File: src/sv/lsrf_pkg.sv
// Shared constants and controller/datapath interface types for the square divisor block.
`default_nettype none
package lsrf_pkg;

    // Width of the input value and the derived widths.
    localparam int VALUE_BITS   = 31;
    localparam int ROOT_BITS    = (VALUE_BITS + 1) / 2;
    localparam int SQUARE_BITS  = 2 * ROOT_BITS;
    localparam int COUNT_BITS   = $clog2(VALUE_BITS + 1);
    localparam int RESULT_BITS  = 16;
    localparam int S_TDATA_BITS = ((VALUE_BITS + 7) / 8) * 8;
    localparam int M_TDATA_BITS = ((RESULT_BITS + 7) / 8) * 8;

    typedef struct packed {
        logic start;        // load value and begin the square root
        logic root_step;    // one square root digit
        logic load_cand;    // candidate takes the floor root
        logic square;       // square the candidate, arm the divider
        logic div_step;     // one remainder bit
        logic decr;         // next smaller candidate
        logic load_result;  // write the output register
    } lsrf_cmd_t;

    typedef struct packed {
        logic count_done;   // step counter at its last step
        logic perfect;      // square root left no remainder
        logic rem_zero;     // candidate square divides the value
        logic cand_le1;     // candidate is 0 or 1
    } lsrf_status_t;

endpackage
`default_nettype wire

File: src/sv/lsrf_datapath.sv
// Datapath: serial square root, candidate squarer and serial remainder unit.
`default_nettype none
module lsrf_datapath (
    input  wire logic                               aclk,
    input  wire lsrf_pkg::lsrf_cmd_t                cmd,
    input  wire logic [lsrf_pkg::S_TDATA_BITS-1:0]  value_in,
    output lsrf_pkg::lsrf_status_t                  status,
    output logic [lsrf_pkg::RESULT_BITS-1:0]        result
);
    import lsrf_pkg::*;

    logic [VALUE_BITS-1:0]  value_reg,  value_next;
    logic [VALUE_BITS-1:0]  shift_reg,  shift_next;
    logic [SQUARE_BITS-1:0] rad_reg,    rad_next;
    logic [SQUARE_BITS-1:0] res_reg,    res_next;
    logic [SQUARE_BITS-1:0] bit_reg,    bit_next;
    logic [SQUARE_BITS-1:0] sq_reg,     sq_next;
    logic [SQUARE_BITS-1:0] rem_reg,    rem_next;
    logic [ROOT_BITS-1:0]   cand_reg,   cand_next;
    logic [COUNT_BITS-1:0]  cnt_reg,    cnt_next;
    logic [RESULT_BITS-1:0] result_reg, result_next;

    logic [SQUARE_BITS:0]   trial;
    logic [SQUARE_BITS:0]   partial;

    assign trial   = {1'b0, res_reg} + {1'b0, bit_reg};
    assign partial = {rem_reg, shift_reg[VALUE_BITS-1]};

    always_comb begin
        value_next  = value_reg;
        shift_next  = shift_reg;
        rad_next    = rad_reg;
        res_next    = res_reg;
        bit_next    = bit_reg;
        sq_next     = sq_reg;
        rem_next    = rem_reg;
        cand_next   = cand_reg;
        cnt_next    = cnt_reg;
        result_next = result_reg;

        if (cmd.start) begin
            value_next = value_in[VALUE_BITS-1:0];
            rad_next   = SQUARE_BITS'(value_in[VALUE_BITS-1:0]);
            res_next   = '0;
            bit_next   = {2'b01, {(SQUARE_BITS-2){1'b0}}};
            cnt_next   = COUNT_BITS'(ROOT_BITS - 1);
        end
        if (cmd.root_step) begin
            if ({1'b0, rad_reg} >= trial) begin
                rad_next = rad_reg - trial[SQUARE_BITS-1:0];
                res_next = (res_reg >> 1) + bit_reg;
            end else begin
                res_next = res_reg >> 1;
            end
            bit_next = bit_reg >> 2;
            cnt_next = cnt_reg - 1'b1;
        end
        if (cmd.load_cand) begin
            cand_next = res_reg[ROOT_BITS-1:0];
        end
        if (cmd.square) begin
            sq_next    = cand_reg * cand_reg;
            rem_next   = '0;
            shift_next = value_reg;
            cnt_next   = COUNT_BITS'(VALUE_BITS - 1);
        end
        // Restoring division, one quotient bit per cycle; only the remainder is kept.
        if (cmd.div_step) begin
            if (partial >= {1'b0, sq_reg}) begin
                rem_next = partial[SQUARE_BITS-1:0] - sq_reg;
            end else begin
                rem_next = partial[SQUARE_BITS-1:0];
            end
            shift_next = shift_reg << 1;
            cnt_next   = cnt_reg - 1'b1;
        end
        if (cmd.decr) begin
            cand_next = cand_reg - 1'b1;
        end
        if (cmd.load_result) begin
            result_next = (rad_reg == '0) ? '0 : RESULT_BITS'(cand_reg);
        end
    end

    always_ff @(posedge aclk) begin
        value_reg  <= value_next;
        shift_reg  <= shift_next;
        rad_reg    <= rad_next;
        res_reg    <= res_next;
        bit_reg    <= bit_next;
        sq_reg     <= sq_next;
        rem_reg    <= rem_next;
        cand_reg   <= cand_next;
        cnt_reg    <= cnt_next;
        result_reg <= result_next;
    end

    assign status.count_done = (cnt_reg == '0);
    assign status.perfect    = (rad_reg == '0);
    assign status.rem_zero   = (rem_reg == '0);
    assign status.cand_le1   = (cand_reg <= ROOT_BITS'(1));
    assign result            = result_reg;

endmodule
`default_nettype wire

File: src/sv/lsrf_controller.sv
// Controller: sequences the root, candidate search and output handshake.
`default_nettype none
module lsrf_controller (
    input  wire logic                    aclk,
    input  wire logic                    aresetn,
    input  wire logic                    s_tvalid,
    output logic                         s_tready,
    output logic                         m_tvalid,
    input  wire logic                    m_tready,
    input  wire lsrf_pkg::lsrf_status_t  status,
    output lsrf_pkg::lsrf_cmd_t          cmd
);
    import lsrf_pkg::*;

    typedef enum logic [6:0] {
        ST_IDLE   = 7'b0000001,
        ST_ROOT   = 7'b0000010,
        ST_CHECK  = 7'b0000100,
        ST_SQUARE = 7'b0001000,
        ST_DIVIDE = 7'b0010000,
        ST_TEST   = 7'b0100000,
        ST_FINISH = 7'b1000000
    } state_t;

    state_t state_reg, state_next;
    logic   out_valid_reg, out_valid_next;

    always_comb begin
        state_next     = state_reg;
        out_valid_next = out_valid_reg && !m_tready;
        cmd            = '0;
        s_tready       = 1'b0;

        case (state_reg)
            ST_IDLE: begin
                s_tready = 1'b1;
                if (s_tvalid) begin
                    cmd.start  = 1'b1;
                    state_next = ST_ROOT;
                end
            end
            ST_ROOT: begin
                cmd.root_step = 1'b1;
                if (status.count_done) begin
                    state_next = ST_CHECK;
                end
            end
            ST_CHECK: begin
                cmd.load_cand = 1'b1;
                state_next    = status.perfect ? ST_FINISH : ST_SQUARE;
            end
            ST_SQUARE: begin
                // A candidate of one always divides, so the search stops there.
                if (status.cand_le1) begin
                    state_next = ST_FINISH;
                end else begin
                    cmd.square = 1'b1;
                    state_next = ST_DIVIDE;
                end
            end
            ST_DIVIDE: begin
                cmd.div_step = 1'b1;
                if (status.count_done) begin
                    state_next = ST_TEST;
                end
            end
            ST_TEST: begin
                if (status.rem_zero) begin
                    state_next = ST_FINISH;
                end else begin
                    cmd.decr   = 1'b1;
                    state_next = ST_SQUARE;
                end
            end
            ST_FINISH: begin
                if (!out_valid_reg || m_tready) begin
                    cmd.load_result = 1'b1;
                    out_valid_next  = 1'b1;
                    state_next      = ST_IDLE;
                end
            end
            default: begin
                state_next = ST_IDLE;
            end
        endcase
    end

    always_ff @(posedge aclk) begin
        if (!aresetn) begin
            state_reg     <= ST_IDLE;
            out_valid_reg <= 1'b0;
        end else begin
            state_reg     <= state_next;
            out_valid_reg <= out_valid_next;
        end
    end

    assign m_tvalid = out_valid_reg;

endmodule
`default_nettype wire

File: src/sv/largest_square_root_factor.sv
// Top level of the largest square divisor root block.
`default_nettype none
// For each request on the s_ channel the block returns the largest i whose square
// divides the value, or 0 when the value is a perfect square (0 and 1 included).
// One request is worked on at a time. It is accepted, the floor square root is found
// digit by digit, and the root is checked; then each candidate is tried from the root
// downward (square, one remainder step per value bit, test), and at last the output
// register is written. The result waits in an output register, so a new request is
// taken while the previous result is still pending.
module largest_square_root_factor (
    input  wire logic                               aclk,
    input  wire logic                               aresetn,
    input  wire logic                               s_tvalid,
    output logic                                    s_tready,
    input  wire logic [lsrf_pkg::S_TDATA_BITS-1:0]  s_tdata,   // [30:0] value
    output logic                                    m_tvalid,
    input  wire logic                               m_tready,
    output logic [lsrf_pkg::M_TDATA_BITS-1:0]       m_tdata    // [15:0] root_factor
);
    import lsrf_pkg::*;

    lsrf_cmd_t              cmd;
    lsrf_status_t           status;
    logic [RESULT_BITS-1:0] result;

    lsrf_controller u_ctrl (
        .aclk     (aclk),
        .aresetn  (aresetn),
        .s_tvalid (s_tvalid),
        .s_tready (s_tready),
        .m_tvalid (m_tvalid),
        .m_tready (m_tready),
        .status   (status),
        .cmd      (cmd)
    );

    lsrf_datapath u_dp (
        .aclk     (aclk),
        .cmd      (cmd),
        .value_in (s_tdata),
        .status   (status),
        .result   (result)
    );

    assign m_tdata = M_TDATA_BITS'(result);

endmodule
`default_nettype wire
File: config.mk
export PLATFORM = sky130hd
export DESIGN_NAME = largest_square_root_factor
export DESIGN_NICKNAME = d
export VERILOG_FILES = /design/src/sv/lsrf_pkg.sv /design/src/sv/lsrf_datapath.sv /design/src/sv/lsrf_controller.sv /design/src/sv/largest_square_root_factor.sv
export SDC_FILE = /design/constraint.sdc
export NUM_CORES = 1
export LEC_CHECK = 0
export BUFFER_PORTS_ARGS = -buffer_cell sky130_fd_sc_hd__buf_2
export CELL_PAD_IN_SITES_DETAIL_PLACEMENT = 1
export CELL_PAD_IN_SITES_GLOBAL_PLACEMENT = 1
export CORE_UTILIZATION = 46
export DETAILED_ROUTE_END_ITERATION = 8
export PLACE_DENSITY_LB_ADDON = 0.1
export SKIP_LAST_GASP = 1
export SYNTH_ARGS = -nofsm -noshare
export SYNTH_HDL_FRONTEND = slang
export SYNTH_SLANG_ARGS = --single-unit
File: constraint.sdc
create_clock -name aclk -period 6.1 [get_ports aclk]
set_clock_uncertainty 0.1 [all_clocks]
set_input_delay 1.525 -clock aclk [delete_from_list [all_inputs] [get_ports aclk]]
set_output_delay 1.525 -clock aclk [all_outputs]
set_load 0.005 [all_outputs]
After elaboration in Yosys (flattened, before gate mapping)
Index checks and enable logic that the tools add are counted.

cells by class
  add/subtract/negate cells = 6
  multiply operators = 1
  $lt $le $gt $ge = 3
  equal/unequal tests = 11
  muxes and demuxes = 41
  reductions and logical operators = 12

operator list
  cell                                                  count
  2-to-1 mux 32 bit                                     9
  logical NOT 32 bit                                    2
  subtractor 32 bit                                     2
  2-to-1 mux 31 bit                                     2
  2-to-1 mux 29 bit                                     2
  2-to-1 mux 7 bit                                      7
  case mux 7 bit (7 select lines)                       1
  adder 32 x 31 -> 33 bit                               1
  greater-or-equal comparator 32 x 33 -> 1 bit          1
  greater-or-equal comparator 33 x 32 -> 1 bit          1
  adder 31 x 31 -> 32 bit                               1
  multiplier 16 x 16 -> 32 bit                          1
  2-to-1 mux 16 bit                                     2
  2-to-1 mux 5 bit                                      4
  <= comparator 16 x 1 -> 1 bit, second input constant  1
  subtractor 16 x 1 -> 16 bit, second input constant    1
  2-to-1 mux 1 bit                                      14
  equality test 7 x 1 -> 1 bit, second input constant   1
  equality test 7 x 2 -> 1 bit, second input constant   1
  equality test 7 x 3 -> 1 bit, second input constant   1
  equality test 7 x 4 -> 1 bit, second input constant   1
  equality test 7 x 5 -> 1 bit, second input constant   1
  equality test 7 x 6 -> 1 bit, second input constant   1
  equality test 7 bit, second input constant            1
  10 further kinds                                      15

word-level totals
  register bits = 251
  output and inout bits = 18
  logic and storage cells = 88

Logic depth before layout (Yosys ltp)
  depth in word-level cells = 6
  mapped depth = 25
  mapped depth without buffers = 23

Modules after synthesis
From an unflattened synthesis, not the netlist that was laid out.

unflattened totals
  cell total of the unflattened synthesis = 2314
  area, all modules = 22738.1 um2

by module, submodules not included
  module           times used  cells an instance  area an instance (um2)
  lsrf_datapath    1           2248               22167.5
  lsrf_controller  1           66                 570.5

Worst setup path after synthesis
No wires, ideal clock.

  kind = reg2reg
  start = register u_dp.cand_reg[6]
  end = register u_dp.sq_reg[31], data pin
  setup time = 260 ps
  arrival time = 6381 ps
  setup slack = -641 ps
  cell stages (with the launch flop) = 26
  buffers on the path = 3
  cells stage by stage = edfxtp_1 clkbuf_1 clkbuf_1 nand2_1 fa_1 inv_1 fa_1 inv_1 fa_1 inv_1 fa_1 fa_1 inv_1 fa_1 inv_1 ha_1 clkbuf_1 and3_1 a221o_1 a21o_1 a32oi_1 o31ai_1 o41a_1 a21o_1 a21oi_1 xnor2_1

on the way
  longest elaborated chain between the ends = 1

ends and longest elaborated chain
  element                       RTL line             source
  start, declared               lsrf_datapath.sv:19  logic [ROOT_BITS-1:0] cand_reg, cand_next;
  start signal, assigned        lsrf_datapath.sv:93  cand_reg <= cand_next;
  multiplier 16 x 16 -> 32 bit  lsrf_datapath.sv:62  sq_next = cand_reg * cand_reg;
  end signal, assigned          lsrf_datapath.sv:91  sq_reg <= sq_next;
  end, declared                 lsrf_datapath.sv:17  logic [SQUARE_BITS-1:0] sq_reg, sq_next;

No other way between the ends.
A chain may end at the register's enable or synchronous reset.

Final worst setup path
  start = register u_dp.cand_reg[5]
  end = register u_dp.sq_reg[31], data pin

The elaborated chain is that of the path after synthesis.

==> flow_metrics.tcl <==
set metrics [dict create \
    htree_levels 1 \
    slew_viol_final 0 \
    slew_headroom 0.296 \
    total_power_mw 6.42 \
    rsz0062_at_grt "true" \
    vias 17700 \
    ys_ff_latch 250 \
    synth_compound_area_frac 0.132 \
    route.detailed.drc 0 \
    ir_drop_v 0.000221 \
    pin_count 54 \
    p_seq_frac 0.336 \
    root_buffer "clkbuf_16" \
    yosysWarnings 0 \
    tightest_slew_ns 1.05 \
    grt_max_degree 68 \
    setup_ws_ns -0.291 \
    grt_pass1_wl_um 104000 \
    drtAntennaViolNets 0 \
    core_area_um2 47900 \
    clock_sink_count 250 \
    p_clk_frac 0.284 \
    p_int_mw 4.11 \
    finalNetCount 2937 \
    syn_area_per_cell_um2 9.65 \
    clk_latency_ns 0.61 \
    timing.final.crit_share 1.05 \
    finalHoldViolations 0 \
    nFillCells 5325 \
    p_per_area_nw_per_um2 243 \
    status "finished, violations left" \
    final_area_um2 26400 \
    p_switching_mw 2.31 \
    syn_inst 2323 \
    layout_commonest_cell "inv_1" \
    leakagePower_nw 11.6 \
    synth_edf_count 208 \
    setup_tns_ns -1.05 \
    gp_congestion 0.900 \
    final_cell_mix "inv_1, edfxtp_1, ha_1, nand2_1, buf_4" \
    cts_buffer_depth 3 \
    tritoncts "done" \
    place_area_um2 24400 \
    io_buffers 52 \
    synth.net_count 2727 \
    finalSetupViolCount 9 \
    path_max_fanout 5 \
    track_usage 0.264 \
    max_clock_freq_mhz 156 \
    synth.area.mux_share 0.0233 \
    p_comb_frac 0.380 \
    die_area_um2 49600 \
    async_reset_ff_frac 0 \
    grt_pass1_vias 19700 \
    via_per_inst 5.58 \
    synth_ff_type "edfxtp_1" \
    start_util 0.468 \
    dr.first_iter.drc_count 728 \
    synth_top_area_frac 0.279 \
    cp.arrival_ns 6.64 \
    synthTopCellsByArea "edfxtp_1, fa_1, ha_1, inv_1, xnor2_1" \
    synth_top_area_cell "edfxtp_1" \
    fp.dieH_um 223 \
    path_clk_slew_ns 0.06 \
    cts-buffers-inserted 30 \
    critPathCaptureType "flop" \
    crit_type "flop to flop" \
    hp-class "flop to flop" \
    p_sw_frac 0.360 \
    post-dp-hpwl_um 49800 \
    area_growth_syn_to_layout_pct 17.8 \
    routed_wl_um 65700 \
    cp-start-kind "flop" \
    violations "negative setup slack" \
    ys_types 74 \
    drt_first_pass_iters 7 \
    synth_area_um2 22400 \
    maxCapViolations 0 \
    synth_seq_area_share 0.316 \
    post-route-min-period_ns 6.39 \
    dieWidth_um 223 \
    synth_xor_area_frac 0.0633 \
    synthSimpleGateAreaFrac 0.139 \
    synth_fa_ha_area_frac 0.260 \
    wire_per_inst_um 20.7 \
    grt_antenna_before_repair 1 \
    final_layout_size_suffix_gt1_frac 0.172 \
    n_antenna_cell 0 \
    rows 80 \
    synth_top_family_by_area "adder cells" \
    critical_path_required_ns 6.35 \
    fin_util 0.551 \
    grt_overflow_total 0 \
]
metal layers:
layer | wire (um) | track usage | part of all wire
met1 | 26400 | 0.305 | 0.40
met2 | 34500 | 0.494 | 0.53
met3 | 1840 | 0.0288 | 0.028
met4 | 2850 | 0.109 | 0.043
met5 | 12 | 0 | 0.00018
timing repair:
action / CTS / global route
gates resized for setup: 84 / 68
buffers inserted: 47 / 12
hold buffers: 0 / 0
pin swaps: 78 / 57
endpoints found under the setup margin: 13 / 71
endpoints found under the hold margin: 0 / 0
cell usage after synthesis (all sizes together) (4+ instances only):
cell / number
inv: 306
edfxtp: 208
ha: 205
nand2: 204
nor2: 172
fa: 163
a21oi: 118
o21ai: 102
xnor2: 97
clkbuf: 66
xor2: 65
and2: 61
mux2i: 51
a21o: 42
dfxtp: 42
a211oi: 32
a22o: 31
nor2b: 30
nand3: 29
nor3: 29
a31oi: 28
nor4: 23
o21a: 22
nand2b: 19
o21bai: 19
nand4: 18
and3: 15
buf: 13
or3: 13
a31o: 9
nand3b: 9
o22ai: 7
o211ai: 6
or2: 6
and4: 5
a2111oi: 4
a21boi: 4
nor3b: 4
nor4bb: 4
o221ai: 4
critical path, stage by stage, from the launching register on:
cell and delay (ns):
edfxtp_1 0.55, buf_6 0.17, nand2_2 0.07, fa_1 0.53, inv_1 0.05, fa_1 0.53
fa_1 0.45, fa_1 0.50, fa_1 0.49, inv_1 0.05, fa_1 0.48, inv_1 0.05
ha_1 0.33, and3_4 0.17, a221o_1 0.33, a21o_1 0.20, a32oi_4 0.25, o31ai_4 0.09
o41a_1 0.39, a21o_1 0.18, a21oi_2 0.12, xnor2_1 0.08
power groups by stage:
stage               Sequential [mW]  Clock, mW  Combinational, mW
global placement               2.18          0               2.23
global route                   2.17       1.92               2.70
finish                         2.16       1.82               2.44
detailed placement             2.19          0               2.31
floorplan                      2.13          0               1.64
CTS                            2.16       1.86               2.38
final cells by class:
type | count | area [um^2] | share of cell area
multi-input cells | 1686 | 14500 | 0.547
flip-flops and latches | 250 | 7090 | 0.268
repair buffers | 257 | 1930 | 0.0731
inverters | 308 | 1160 | 0.0441
clock buffers | 45 | 901 | 0.0341
well taps | 615 | 769 | 0.0291
clock inverters | 10 | 100 | 0.00379
worst paths after layout:
kind / startpoint / to / depth (start not counted) / slack [ns]
setup / recovery: u_dp.cand_reg[5] / u_dp.sq_reg[31] / 21 / -0.29
hold / removal: u_dp.value_reg[0] / u_dp.shift_reg[0] / 2 / 0.36
setup reg to reg: u_dp.cand_reg[5] / u_dp.sq_reg[31] / 21 / -0.29
hold reg to reg: u_dp.value_reg[0] / u_dp.shift_reg[0] / 2 / 0.36
per-stage QoR:
stage,instances,hold slack [ns],setup WS (ns)
6_report,3171,0.360,-0.291
5_1_grt,3171,0.391,-0.494
4_1_cts,3163,0.372,-0.273
3_5_place_dp,3066,0.349,-0.732
3_3_place_gp,3066,0.341,-0.548
2_1_floorplan,2323,0.318,-0.237
logic make-up (layout without fill, tap and decap cells):
logic type	Yosys count	after routing
fa+ha+maj	368	368
flops	250	250
compound gates	456	456
buf+inv	387	620
xor+xnor	162	162
simple gates	648	648
mux	52	52
(Power assumes the default switching activity.)
